`src/design/bbr_fifo.sv`:
```
// small register queue used between the blur stages
`default_nettype none

module bbr_fifo #(
  parameter int unsigned WIDTH = 8,
  parameter int unsigned DEPTH = 4
) (
  input  logic                       clk_i,
  input  logic                       rst_ni,
  input  logic                       push_i,
  input  logic [WIDTH-1:0]           data_i,
  input  logic                       pop_i,
  output logic [WIDTH-1:0]           data_o,
  output logic                       full_o,
  output logic                       empty_o,
  output logic [$clog2(DEPTH+1)-1:0] count_o
);

  localparam int unsigned AW = (DEPTH > 1) ? $clog2(DEPTH) : 1;
  localparam int unsigned CW = $clog2(DEPTH + 1);

  logic [WIDTH-1:0] mem_q [DEPTH];
  logic [AW-1:0]    wr_ptr_q, wr_ptr_d;
  logic [AW-1:0]    rd_ptr_q, rd_ptr_d;
  logic [CW-1:0]    count_q, count_d;
  logic             do_push, do_pop;

  assign do_push = push_i && !full_o;
  assign do_pop  = pop_i && !empty_o;

  always_comb begin
    wr_ptr_d = wr_ptr_q;
    rd_ptr_d = rd_ptr_q;
    count_d  = count_q;
    if (do_push) begin
      wr_ptr_d = (wr_ptr_q == AW'(DEPTH - 1)) ? '0 : wr_ptr_q + AW'(1);
    end
    if (do_pop) begin
      rd_ptr_d = (rd_ptr_q == AW'(DEPTH - 1)) ? '0 : rd_ptr_q + AW'(1);
    end
    if (do_push && !do_pop) begin
      count_d = count_q + CW'(1);
    end else if (do_pop && !do_push) begin
      count_d = count_q - CW'(1);
    end
  end

  always_ff @(posedge clk_i or negedge rst_ni) begin
    if (!rst_ni) begin
      wr_ptr_q <= '0;
      rd_ptr_q <= '0;
      count_q  <= '0;
    end else begin
      wr_ptr_q <= wr_ptr_d;
      rd_ptr_q <= rd_ptr_d;
      count_q  <= count_d;
    end
  end

  always_ff @(posedge clk_i) begin
    if (do_push) begin
      mem_q[wr_ptr_q] <= data_i;
    end
  end

  assign data_o  = mem_q[rd_ptr_q];
  assign full_o  = (count_q == CW'(DEPTH));
  assign empty_o = (count_q == '0);
  assign count_o = count_q;

endmodule

`default_nettype wire

```
`config.mk`:
```
export PLATFORM = sky130hd
export DESIGN_NAME = bbr_fifo
export DESIGN_NICKNAME = d
export VERILOG_FILES = /design/src/design/bbr_fifo.sv
export SDC_FILE = /design/constraint.sdc
export NUM_CORES = 1
export LEC_CHECK = 0
export BUFFER_PORTS_ARGS = -buffer_cell sky130_fd_sc_hd__buf_4
export CORE_ASPECT_RATIO = 1.5
export CORE_MARGIN = 3
export CORE_UTILIZATION = 55
export CTS_CLUSTER_DIAMETER = 200
export DETAILED_ROUTE_END_ITERATION = 10
export PLACE_DENSITY = 0.76
export SKIP_CTS_REPAIR_TIMING = 1
export SYNTH_ARGS = -nofsm -noshare
export SYNTH_HDL_FRONTEND = slang
export SYNTH_SLANG_ARGS = --single-unit
```
`constraint.sdc`:
```
create_clock -name clk_i -period 2.3 [get_ports clk_i]
set_input_delay 0 -clock clk_i [delete_from_list [all_inputs] [get_ports clk_i]]
set_output_delay 0 -clock clk_i [all_outputs]
set_load 0.05 [all_outputs]
```
---- Word-level counts from Yosys, hierarchy flattened ----
Memories as Yosys holds them, arrays and structs flattened.
Cells that the tools add are included.
operators by class
  reduce and logical (&&, ||, !) cells .... 10
  equality and inequality tests ........... 3
  add/sub/neg operators ................... 4
  multiplexer cells ....................... 6
operators by type and width
  cell                   count
  $mux W3                2
  $add A2 B1 Y2 const B  2
  $eq A2 B2 Y1 const B   2
  $logic_and A1 B1 Y1    4
  $logic_not A1 Y1       4
  $mux W2                2
  $add A3 B1 Y3 const B  1
  $eq A3 B3 Y1 const B   1
  $logic_not A3 Y1       1
  $sub A3 B1 Y3 const B  1
  $mux W1                2
  $reduce_bool A2 Y1     1
word-level totals
  logic and storage cells ................. 27
  memories ................................ 1
  bits in registers ....................... 7
  output and inout port bits .............. 13
  bits in writable memories ............... 32
  input port bits ......................... 12
memory list
  name   depth  width  read ports  clocked after Yosys merged registers in  write ports  RTL line  source
  mem_q  4      8      1           0                                        1            22        logic [WIDTH-1:0] mem_q [DEPTH];

---- Logic depth before layout (Yosys ltp) ----
  depth after elaboration ................. 7
  mapped depth ............................ 8
  gate-level depth less buffers ........... 8

---- Least setup slack after synthesis ----
No wires, ideal clock.
  path kind ............................... register to register
  start ................................... register count_q[2], in the netlist count_o[2]
  end ..................................... register count_q[1], in the netlist count_o[1]
  library setup time ...................... 0.125 ns
  required time ........................... 2.175 ns
  clock period less this slack ............ 2.544 ns
  stages on the path, launching flop included .. 7
  arrival time ............................ 2.419 ns
  setup slack ............................. -0.244 ns
  buffers on the path ..................... 0
  cells stage by stage .................... dfrtp_1 nor3b_4 nor2b_4 ha_1 inv_1 fa_1 mux2_2
on the way
  elaborated cells on any way between the ends .. 12
  those cells by class .................... 1 x eq/ne; 1 x mux; 10 x reduce/logical
RTL lines
  element                 RTL line  source
  start, declared         25        logic [CW-1:0] count_q, count_d;
  start signal, assigned  56        count_q <= count_d;
  $eq A3 B3 Y1            67        assign full_o = (count_q == CW'(DEPTH));
  net full_o              14        output logic full_o,
  $logic_not A1 Y1        28        assign do_push = push_i && !full_o;
  $logic_and A1 B1 Y1     28
  net do_push             26        logic do_push, do_pop;
  $logic_and A1 B1 Y1     41        if (do_push && !do_pop) begin
  $mux W3                 41
  net count_d[1]          25
The timed path passes the listed nets, and every way through them passes these cells.
A chain may end at the register's enable or synchronous reset.

---- Final worst setup path ----
  start ................................... register count_q[0], in the netlist count_o[0]
  end ..................................... register count_q[2], in the netlist count_o[2]
on the way
  longest elaborated chain between the ends .. 6
  elaborated cells on any way between the ends .. 15
  those cells by class .................... 2 x add/sub; 1 x eq/ne; 2 x mux; 10 x reduce/logical
ends and longest elaborated chain
  element
  parallel branches: the longest is 6 deep, another holds $sub A3 B1 Y3
Parallel ways; which one is timed is not known. The select of a mux whose other input is x is not followed.

==> metrics.sh <==
DETAIL_ROUTE.VIAS_PER_CELL=5.288
DPL.HPWL_MICRONS=1740
FMAXACHIEVABLE_GHz=0.4809
DRC=0
DETAILROUTE.VIA_COUNT=825
SEQ_TOTAL_AREA_YOSYS=0.7072
TOTAL_POWER_W=0.002996
POSTLAYOUTSETUPSLACKWORST_PS=220.7
TRITONCTS_NUM_SINKS=39
START_KIND='register'
CTS_TREE='yes'
STARTING_DENSITY=0.5876
SYNTH_TOP_CELL_AREA_SHARE=0.5981
CTS_BUFFER_DEPTH=2
PLACED_CELL_AREA_SQ_UM=1838
SYN_AREA_SQ_UM=1607
WL_PER_CELL_MICRONS=16.47
GRT_USE_TOTAL=0.1599
CHIP_WIDTH_MICRONS=50.13
IOS=25
WORST_R2R_PATH_DEPTH=7
SYNTH_INSTANCES=79
SYNTH_WARNINGS=0
DRT_PRE_ANTENNA_ITERS=4
FINALINSTANCEAREA_SQ_UM=2046
POWER_DENSITY_nW_PER_UM2=1465
CTS-BUFFERS-INSERTED=5
FIN_CRIT_SH=0.9040
TIMING.HOLD.WORST.CLASS='input port to async pin'
SYNTH_AREA_LEADERS='sky130_fd_sc_hd__edfxtp_1 (60%), sky130_fd_sc_hd__mux4_2 (11%), sky130_fd_sc_hd__dfrtp_1 (11%)'
LAYOUT.FILLER_CELLS=180
SYNTH_SEQ_CELLS=39
NUMBER_OF_ANTENNA_VIOLATIONS_AT_THE_FIRST_CHECK_IN_GLOBAL_ROUTING=0
GRT_MAX_DEGREE=13
LAYOUT.CELLS.MOST_COMMON='sky130_fd_sc_hd__edfxtp_1'
WORSTPATHARRIVAL_PS=2290
UTILIZATION=0.7483
ROWS=23
DIE_HEIGHT_MICRONS=72.19
MOST_FREQUENT_CELLS_IN_THE_LAYOUT='sky130_fd_sc_hd__edfxtp_1 (32), sky130_fd_sc_hd__buf_4 (25), sky130_fd_sc_hd__dlygate4sd3_1 (9)'
PORT_BUFFERS=24
WORST-SETUP-PATH-TYPE='register to register'
DRT_WL_TOTAL_MICRONS=2570
GRT_PASS1_WL_MICRONS=3981
WORST_EP_REQUIRED_TIME_PS=2510
DESIGN.DIE.AREA_SQ_UM=3619
IR_DROP_mV=0.8971
GR-TOTAL-OVERFLOW=0
SLEW_VIOLATIONS=0
WORST_SLEW_MARGIN_REL=0.6032
PERIOD_MINUS_SLACK_PS=2079
STATIC-LEAKAGE-POWER_nW=0.7874
DP_SLACK_PS=212.6
TIMING.CLOCK.SKEW_PS=4.858
FINAL_LAYOUT_SIZE_SUFFIX_GT1_FRAC=0.4370
CLOCK-ROOT-BUFFER='sky130_fd_sc_hd__clkbuf_8'
SYN2LAYOUT_AREA_GROWTH_PCT=27.34
RSZ0062_AT_GRT='no'
CRIT_PATH_END_KIND='register'
FINAL_NETS=137
SYNTH.AVG_CELL_AREA_SQ_UM=20.34
HOLD_VIOL=0
CORE-AREA_SQ_UM=2734
CLK_TRANSITION_REPORTED_PATHS_PS=70
FINAL_WEIGHTED_CONGESTION_OF_ROUTABILITY_DRIVEN_GLOBAL_PLACEMENT=0.7212
FIRST_GLOBAL_VIAS=808
DRV_CAP=0
TIGHTEST_SLEW_PS=595.2
YOSYSTOPAREACELL='sky130_fd_sc_hd__edfxtp_1'
DRT_ITER0_DRC=5
YOSYSUNIQUECELLTYPES=21
CLKLATENCYLATEPIN_PS=290
ANTENNA_VIOLATING_NETS_POST_ROUTE=0
PATH_MAX_FANOUT=6
CTS_HTREE_LEVELS=2
FINALSETUPVIOLCOUNT=0
OUTCOME='finished, final reports clean'
NUM_ANTENNA_CELLS=0
FINALSETUPTNS_PS=0
SYNTH_FP_NETS=98
## synthesized netlist by cell type
library cell and number:
sky130_fd_sc_hd__mux2_1 1, sky130_fd_sc_hd__and2_1 3, sky130_fd_sc_hd__nor3b_4 1, sky130_fd_sc_hd__xnor2_1 1
sky130_fd_sc_hd__buf_1 1, sky130_fd_sc_hd__mux2_4 2, sky130_fd_sc_hd__nor2_1 3, sky130_fd_sc_hd__a21o_1 1
sky130_fd_sc_hd__nor2b_4 1, sky130_fd_sc_hd__buf_2 1, sky130_fd_sc_hd__o31ai_2 1, sky130_fd_sc_hd__nand2_1 1
sky130_fd_sc_hd__fa_1 1, sky130_fd_sc_hd__inv_1 3, sky130_fd_sc_hd__edfxtp_1 32, sky130_fd_sc_hd__xor2_1 2
sky130_fd_sc_hd__dfrtp_1 7, sky130_fd_sc_hd__mux4_2 8, sky130_fd_sc_hd__ha_1 6, sky130_fd_sc_hd__nor3_1 2
sky130_fd_sc_hd__mux2_2 1
## worst max-delay path, stage by stage (launching register included)
cell,delay (ps)
sky130_fd_sc_hd__dfrtp_2,470
sky130_fd_sc_hd__o31ai_2,410
sky130_fd_sc_hd__ha_2,290
sky130_fd_sc_hd__inv_2,40
sky130_fd_sc_hd__fa_1,370
sky130_fd_sc_hd__xor2_1,150
sky130_fd_sc_hd__nor2_1,110
sky130_fd_sc_hd__xor2_1,150
## cell type report
class	count	area [sq um]	share of cell area
Inverter	3	11.26	0.005505
Clock buffer	6	82.58	0.04037
Clock inverter	2	35.03	0.01713
Sequential cell	39	1140	0.5572
Timing Repair Buffer	34	277.8	0.1358
Multi-Input combinational cell	35	452.9	0.2214
Tap cell	37	46.29	0.02263
## cell families (layout without fill, tap and decap cells)
kind of cell | after synthesis | count (layout) | synth area share
multiplexers | 12 | 12 | 0.1449
AO/OA/AOI/OAI | 2 | 2 | 0.01246
adder cells (fa/ha/maj) | 7 | 7 | 0.05919
XOR/XNOR | 3 | 3 | 0.01636
buffers and inverters | 5 | 45 | 0.01246
AND/OR/NAND/NOR | 11 | 11 | 0.04751
flip-flops | 39 | 39 | 0.7072
## worst paths after layout
check / slack, ps / from / endpoint
worst max register to register: 220 / count_o[0]$_DFFE_PN0P_ / count_o[2]$_DFFE_PN0P_
worst min-delay path: 60 / rst_ni / count_o[2]$_DFFE_PN0P_
worst max-delay path: 220 / count_o[0]$_DFFE_PN0P_ / count_o[2]$_DFFE_PN0P_
min in group clk_i: 80 / pop_i / rd_ptr_q[0]$_DFFE_PN0P_
max in group asynchronous: 2110 / rst_ni / count_o[0]$_DFFE_PN0P_
worst min register to register: 530 / count_o[2]$_DFFE_PN0P_ / count_o[2]$_DFFE_PN0P_
## routing by layer
layer  up-vias  part of all wire  global-route usage
li1        379                 -                   -
met1       422              0.36              0.1664
met2        20              0.57              0.2776
met3         4             0.046             0.05133
met4         0             0.019             0.09231
met5         -                 0                   0
## power breakdown
part           switching (W)  total (W)  internal, W  leakage [nW]
Clock               0.000224   0.000574     0.000351        0.0612
Combinational       0.000759    0.00127     0.000515         0.354
Sequential          0.000186    0.00115     0.000962         0.373
## state kept, by name (all words and copies together) (netlist names)
signal,cells
mem_q,32
count_o,3
rd_ptr_q,2
wr_ptr_q,2
## through the flow
step                hold slack [ps]  std cells
CTS                          -494.7        147
floorplan                    -295.6         79
global route                  41.56        156
detailed placement           -179.9        139
finish                        57.27        156
global placement             -180.8        139
Note: power is estimated with default switching activity, not from simulation.
