`config.mk`:
```
export PLATFORM = sky130hd
export DESIGN_NAME = bbr_front
export DESIGN_NICKNAME = d
export VERILOG_FILES = /design/src/design/bbr_pkg.sv /design/src/design/bbr_front.sv
export SDC_FILE = /design/constraint.sdc
export NUM_CORES = 1
export LEC_CHECK = 0
export ABC_CLOCK_PERIOD_IN_PS = 6400
export BUFFER_PORTS_ARGS = -buffer_cell sky130_fd_sc_hd__buf_2
export CORE_ASPECT_RATIO = 1.2
export CORE_MARGIN = 4
export CORE_UTILIZATION = 35
export DETAILED_ROUTE_END_ITERATION = 7
export PLACE_DENSITY = 0.67
export SLEW_MARGIN = 20
export SYNTH_ARGS = -nofsm -noshare
export SYNTH_HDL_FRONTEND = slang
export SYNTH_SLANG_ARGS = --single-unit
```
`constraint.sdc`:
```
create_clock -name clk_i -period 6.4 [get_ports clk_i]
set_clock_uncertainty 0.1 [all_clocks]
set_input_delay 0 -clock clk_i [delete_from_list [all_inputs] [get_ports clk_i]]
set_output_delay 0 -clock clk_i [all_outputs]
set_load 0.03 [all_outputs]
```
`src/design/bbr_pkg.sv`:
```
// shared types and constants of the 3x3 rgb box blur
`default_nettype none

package bbr_pkg;

  // configuration register map
  localparam int unsigned CFG_DW = 11;
  typedef enum logic [0:0] {
    REG_FRAME_WIDTH  = 1'b0,
    REG_FRAME_HEIGHT = 1'b1
  } reg_idx_e;

  localparam logic [CFG_DW-1:0] FRAME_WIDTH_RST  = 11'd800;
  localparam logic [CFG_DW-1:0] FRAME_HEIGHT_RST = 11'd600;

  localparam logic [7:0] ALPHA = 8'hFF;

  // floor(s / 9) = (s * 7282) >> 16, exact for s below 9 * 3640
  localparam int unsigned SUM_W       = 12;
  localparam int unsigned RECIP_W     = 13;
  localparam logic [RECIP_W-1:0] RECIP9 = 13'd7282;
  localparam int unsigned RECIP_SHIFT = 16;

  localparam int unsigned CMD_DEPTH = 4;
  localparam int unsigned RES_DEPTH = 8;

  typedef struct packed {
    logic [7:0] red;
    logic [7:0] green;
    logic [7:0] blue;
  } rgb_t;

  // one classified item from the front to the back
  typedef struct packed {
    rgb_t       pix;
    logic       emit;
    logic       top_en;
    logic       bot_en;
    logic       left_en;
    logic       right_en;
    logic       frame_end;
    logic [9:0] x;
    logic [9:0] y;
  } cmd_t;

  typedef struct packed {
    logic [9:0] x;
    logic [9:0] y;
    rgb_t       rgb;
    logic       frame_end;
  } res_t;

endpackage

`default_nettype wire

```
`src/design/bbr_front.sv`:
```
// stream position tracking and item classification
`default_nettype none

module bbr_front import bbr_pkg::*; #(
  parameter int unsigned MAX_WIDTH  = 1024,
  parameter int unsigned MAX_HEIGHT = 1024
) (
  input  logic                         clk_i,
  input  logic                         rst_ni,
  input  logic                         restart_i,
  input  logic [CFG_DW-1:0]            frame_width_i,
  input  logic [CFG_DW-1:0]            frame_height_i,
  input  logic                         valid_i,
  input  logic                         func_i,
  input  rgb_t                         rgb_i,
  output cmd_t                         cmd_o,
  output logic [$clog2(MAX_WIDTH)-1:0] col_o
);

  localparam int unsigned COL_W = $clog2(MAX_WIDTH);
  localparam int unsigned WW    = $clog2(MAX_WIDTH + 1);
  localparam int unsigned HW    = $clog2(MAX_HEIGHT + 1);
  localparam int unsigned ROW_W = $clog2(MAX_HEIGHT + 3);
  localparam int unsigned EW    = (WW > CFG_DW) ? WW : CFG_DW;
  localparam int unsigned EH    = (HW > CFG_DW) ? HW : CFG_DW;

  logic [COL_W-1:0] col_q, col_d, col_c, ox;
  logic [ROW_W-1:0] row_q, row_d, row_c, oy, h_row, h_p1;
  logic [EW-1:0]    w_raw;
  logic [EH-1:0]    h_raw;
  logic [WW-1:0]    w_eff, col_inc;
  logic [HW-1:0]    h_eff;
  logic             wrap, emit_a, emit_b, emit, frame_end;

  // out-of-range sizes clamp to 1 and to the maximum
  assign w_raw = EW'(frame_width_i);
  assign h_raw = EH'(frame_height_i);
  assign w_eff = (w_raw == '0) ? WW'(1) :
                 (w_raw > EW'(MAX_WIDTH)) ? WW'(MAX_WIDTH) : WW'(w_raw);
  assign h_eff = (h_raw == '0) ? HW'(1) :
                 (h_raw > EH'(MAX_HEIGHT)) ? HW'(MAX_HEIGHT) : HW'(h_raw);
  assign h_row = ROW_W'(h_eff);
  assign h_p1  = h_row + ROW_W'(1);

  always_comb begin
    wrap  = (WW'(col_q) >= w_eff) || (row_q > h_p1);
    col_c = wrap ? '0 : col_q;
    row_c = wrap ? '0 : row_q;

    // last column of a row is finished when the next row starts
    emit_a = (col_c == '0) && (row_c >= ROW_W'(2));
    emit_b = (col_c != '0) && (row_c != '0) && (row_c <= h_row);
    emit   = emit_a || emit_b;

    ox = emit_a ? COL_W'(w_eff - WW'(1)) : col_c - COL_W'(1);
    oy = emit_a ? row_c - ROW_W'(2) : row_c - ROW_W'(1);

    frame_end = (WW'(ox) == w_eff - WW'(1)) && (oy == h_row - ROW_W'(1));

    cmd_o.pix       = (!func_i && (row_c < h_row)) ? rgb_i : '0;
    cmd_o.emit      = emit;
    cmd_o.top_en    = (oy != '0);
    cmd_o.bot_en    = (oy + ROW_W'(1)) < h_row;
    cmd_o.left_en   = (ox != '0);
    cmd_o.right_en  = (WW'(ox) + WW'(1)) < w_eff;
    cmd_o.frame_end = frame_end;
    cmd_o.x         = 10'(ox);
    cmd_o.y         = 10'(oy);
    col_o           = col_c;

    col_inc = WW'(col_c) + WW'(1);
    if (emit && frame_end) begin
      col_d = '0;
      row_d = '0;
    end else if (col_inc >= w_eff) begin
      col_d = '0;
      row_d = row_c + ROW_W'(1);
    end else begin
      col_d = COL_W'(col_inc);
      row_d = row_c;
    end
  end

  always_ff @(posedge clk_i or negedge rst_ni) begin
    if (!rst_ni) begin
      col_q <= '0;
      row_q <= '0;
    end else if (restart_i) begin
      col_q <= '0;
      row_q <= '0;
    end else if (valid_i) begin
      col_q <= col_d;
      row_q <= row_d;
    end
  end

endmodule

`default_nettype wire

```
# Yosys cells after proc, flatten, opt, wreduce, memory -nomap -nowiden
# Cells that the tools add are included.
[classes]
mux = 17
n_addsub = 10
n_eq_ne = 2
n_lt_le_gt_ge = 10
n_reduce_logical = 17
[op_table]
columns = ["operator", "n"]
rows = [
  ["11-bit two-way mux", 10],
  ["10-bit two-way mux", 6],
  ["11-bit by 1-bit adder with 11-bit output, second input constant", 3],
  ["11-bit less-than comparator", 3],
  ["11-bit by 1-bit subtractor with 11-bit output, second input constant", 3],
  ["24-bit two-way mux", 1],
  ["10-bit by 1-bit adder with 11-bit output, second input constant", 2],
  ["11-bit > comparator, second input constant", 2],
  ["11-bit zero test", 2],
  ["11-bit nonzero test", 2],
  ["10-bit nonzero test", 2],
  ["10-bit by 11-bit == test with 1-bit output", 1],
  ["11-bit == test", 1],
  ["10-bit by 11-bit >= comparator with 1-bit output", 1],
  ["11-bit >= comparator", 1],
  ["11-bit by 2-bit >= comparator with 1-bit output, second input constant", 1],
  ["11-bit > comparator", 1],
  ["11-bit less-or-equal comparator", 1],
  ["11-bit by 2-bit subtractor with 11-bit output, second input constant", 1],
  ["10-bit zero test", 1],
  ["10-bit by 1-bit subtractor with 10-bit output, second input constant", 1],
  ["1-bit logical AND", 6],
  ["1-bit logical OR", 2],
  ["2-bit nonzero test", 1],
  ["1-bit zero test", 1],
]
[totals]
input_bits = 51
out_inout_bits = 60
reg_bits = 21

# Depth between registers and ports, before layout
[depth]
ltp_word = 16
ltp_mapped = 42

# Worst setup path after synthesis
# No wires, ideal clock.
[synth_timing]
path_kind = "input to output"
startpoint = "input port frame_height_i[3]"
endpoint = "output port cmd_o[23] (netlist name)"
t_arrival_ns = 8.208
required_ns = 6.300
path_stages = 42
path_slack_ns = -1.908
path_cell_list = "clkbuf_1 > nor4_1 > nand2_1 > nor2_1 > o21ai_0 > inv_1 > ha_1 > nand3_1 > nor3_1 > and3_1 > a31oi_1 > ha_1 > nand4_1 > a211oi_2 > a2111oi_4 > nor2_2 > buf_6 > nor2_2 > (+6 left out) > buf_2 > nand2_1 > a21boi_0 > ha_1 > ha_1 > nor2b_1 > o21a_1 > o21ai_0 > nand2b_1 > a21oi_1 > nor2b_1 > o21ai_0 > nand2b_1 > a21oi_1 > nand2_1 > o2111ai_1 > a21oi_1 > a221oi_1"
[synth_rtl]
columns = ["element", "line", "rtl"]
rows = [
  ["start, declared", "bbr_front.sv:12", "input logic [CFG_DW-1:0] frame_height_i,"],
  ["end, declared", "bbr_front.sv:16", "output cmd_t cmd_o,"],
]

==> flow_summary.json <==
{
  "final_nets": 1095,
  "fp.dieH_um": 149,
  "clkSinkCount": 21,
  "combPwrFrac_pct": 71.0,
  "die-area_mm2": 0.0187,
  "irDropWorstVdd_v": 0.0000955,
  "cts_root_buffer": "clkbuf_16",
  "wl_per_cell_um": 18.2,
  "grt_pass1_vias": 6302,
  "p_per_area_mw_per_mm2": 123,
  "syn_area_mm2": 0.00580,
  "critPathArrivalTime_ps": 6150,
  "synth_edf_count": 0,
  "placed_cell_area_mm2": 0.00707,
  "track_usage_pct": 21.4,
  "first_pass_iters": 5,
  "switching_share_pct": 46.8,
  "multiInputGateArea_mm2": 0.00532,
  "yosys_register_bits": 21,
  "rsz0062_at_grt": "yes",
  "drive_gt1_share_pct": 29.3,
  "seqCellArea_um2": 526,
  "slew_headroom_pct": 56.3,
  "rr_startpoint": "row_q[0]",
  "ys_warn_count": 0,
  "port_buffers": 110,
  "dpl.hpwl_um": 17200,
  "r2r_end": "row_q[8]",
  "r2r_setup_slack_ps": 1030,
  "start_util_pct": 35.6,
  "synth_top_family_by_area": "simple AND/OR/NAND/NOR gates",
  "yosys.area_share.adder_pct": 17.0,
  "clk_path_buf_depth": 2,
  "critPathCaptureType": "primary output",
  "synth_area_per_cell_um2": 7.20,
  "ant_nets": 0,
  "reg2regPathDepth": 23,
  "syn_to_final_growth_pct": 32.0,
  "crit_type": "in -> out",
  "cpPeakStageDelay_ps": 470,
  "hold_path_class": "in -> async",
  "grt_pass1_wl_um": 33100,
  "pwr-share-seq_pct": 14.7,
  "cts_tree": "done",
  "drv_slew": 0,
  "cap_violations": 0,
  "fin_area_mm2": 0.00766,
  "gp_congestion": 0.969,
  "synthXorXnorAreaFrac_pct": 8.46,
  "design.core.area_mm2": 0.0163,
  "diodes": 0,
  "insertion_delay_ps": 250,
  "internal_power_uw": 501,
  "antenna_found_initial": 0,
  "yosysSeqAreaShare_pct": 9.06,
  "pwr-share-clk_pct": 14.3,
  "synthSimpleGateAreaFrac_pct": 31.1,
  "ys.flop_type": "dfrtp_1",
  "power_uw": 940,
  "finalWirelength_um": 21500,
  "status": "completed",
  "synth_compound_area_share_pct": 26.1,
  "grt_max_degree": 25,
  "cp.required_ps": 6300,
  "async_reset_ff_share_pct": 100,
  "fill_cells": 1647,
  "cts_inserted_buffers": 3,
  "fmax_mhz": 160,
  "hold_viol_final": 0,
  "worst_pin_slew_ps": 652,
  "p_sw_uw": 440,
  "layout_min_cycle_time_ps": 6250,
  "rows": 51,
  "setup_viol": 0,
  "route.detailed.drc": 0,
  "die_w_um": 126,
  "p_leak_nw": 3.56,
  "fin_crit_sh_pct": 97.7,
  "worst_setup_hold_path_clk_slew_ps": 60,
  "grt-ovfl-total": 0,
  "synth.area.mux_share_pct": 1.32,
  "crit_slowest_cell": "o31ai_4",
  "pin_count": 111,
  "drt_iter0_markers": 442,
  "yosys.cell_types.count": 81,
  "synthCells": 805,
  "cp-start-kind": "input port",
  "synth_nets": 935,
  "crit_fanout": 7,
  "via_per_inst": 5.72,
  "num_vias": 6732,
  "cts_max_level": 1
}
-- flip-flops by register name (all words and copies together), names as in the netlist --
| name | cells |
|---|---|
| row_q | 11 |
| col_q | 10 |
-- power by group through the flow --
stage | Clock [mW] | Sequential, mW | Combinational (mW)
floorplan | 0 | 0.139 | 0.441
global placement | 0 | 0.141 | 0.599
detailed placement | 0 | 0.141 | 0.604
CTS | 0.135 | 0.138 | 0.622
global route | 0.142 | 0.139 | 0.729
finish | 0.134 | 0.139 | 0.668
-- cell families (layout without fill, tap and decap cells) --
logic type | count (synthesis) | after routing
DFF | 21 | 21
AOI/OAI and AO/OA | 203 | 203
adders and majority gates | 79 | 79
buffers and inverters | 94 | 253
xor gates and xnor gates | 56 | 56
and+or+nand+nor | 345 | 345
muxes | 7 | 7
-- cell usage in the layout, fill, tap and decap left out, types with 9 or more instances in the layout --
cell type,n
buf_2,106
xor2_1,15
ha_1,70
buf_4,71
a21oi_1,32
and3_1,13
dfrtp_1,21
o21a_1,10
nor4_1,10
ha_4,9
buf_6,10
nor2_1,51
nand4_1,12
nand2b_1,11
a31oi_1,10
o21ai_0,30
nor2b_1,12
inv_1,49
and2_1,29
a21o_1,11
o21ai_1,12
nand3_1,37
xnor2_1,39
nand2_1,75
nor3_1,30
a22o_1,10
or3_1,15
-- timing repair --
action | 4_1_cts | 5_1_grt
pin swaps | 7 | 40
hold buffers | 3 | 0
setup endpoints to repair | 2 | 24
setup buffers | 3 | 22
gates resized for setup | 7 | 51
gates cloned | 0 | 0
hold endpoints to repair | 26 | 0
-- metrics by stage --
step | std cells | hold WS [ps] | TNS [ps] | setup slack, ps | util [%]
finish | 1176 | 137 | 0 | 149 | 47.1
global placement | 1145 | -122 | 0 | 45.2 | 43.4
detailed placement | 1145 | -112 | -35.0 | -35.0 | 43.4
floorplan | 805 | -396 | -75.1 | -75.1 | -
CTS | 1155 | 163 | 0 | 0.165 | 44.4
global route | 1176 | 180 | -1390 | -273 | 47.1
-- final cells by class --
class,count,share of cell area (%)
clock inverters,1,0.0654
clock buffers,3,0.980
inverters,57,2.83
flip-flops and latches,21,6.86
repair buffers,192,16.3
multi-input cells,690,69.5
well taps,212,3.46
-- cell usage after synthesis, types with 5 or more instances --
master	n	area [um2]
buf_2	7	35.0
a211oi_1	9	67.6
a22o_1	10	87.6
nor2b_1	14	87.6
ha_1	79	988
nand4_1	12	75.1
and2_1	29	181
clkbuf_1	22	82.6
inv_1	52	195
nor2_2	5	31.3
o31ai_1	8	60.1
dfrtp_1	21	526
o31a_1	5	43.8
mux2i_1	5	50.1
o21a_1	10	75.1
a21oi_1	38	190
xor2_1	15	131
and3_1	14	87.6
a31oi_1	11	68.8
a21o_1	11	82.6
o211ai_1	6	45.0
or3_1	16	100
o21ai_1	5	25.0
nor4_1	13	81.3
nor2_1	52	195
nand2_1	78	293
or4_1	5	37.5
o21ai_0	39	195
xnor2_1	41	359
nand3_1	41	205
nand2b_1	11	68.8
nor3_1	32	160
-- critical path, delay by kind of cell --
family | cells | cell delay [ps]
adders and majority gates | 4 | 850
xor gates and xnor gates | 1 | 120
buffers and inverters | 7 | 900
AOI/OAI and AO/OA | 12 | 2410
and+or+nand+nor | 15 | 1840
-- worst max path at each step --
stage                       from        end  slack [ps]  cells past startpoint
4_1_cts        frame_height_i[7]  cmd_o[23]         0.2                     39
3_5_place_dp   frame_height_i[2]  cmd_o[23]         -40                     39
2_1_floorplan  frame_height_i[3]  cmd_o[23]         -80                     39
6_report       frame_height_i[2]  cmd_o[23]         150                     39
3_3_place_gp   frame_height_i[7]   row_q[7]          50                     33
5_1_grt        frame_height_i[2]  cmd_o[23]        -270                     40
-- routing by layer --
layer / track usage (%) / routed length, um / up-vias
met4: 9.38 / 1030 / 0
met5: 0 / 0 / -
li1: - / - / 3265
met2: 37.5 / 10500 / 242
met1: 26.9 / 8890 / 3159
met3: 1.90 / 1050 / 66
(Power assumes the default switching activity.)
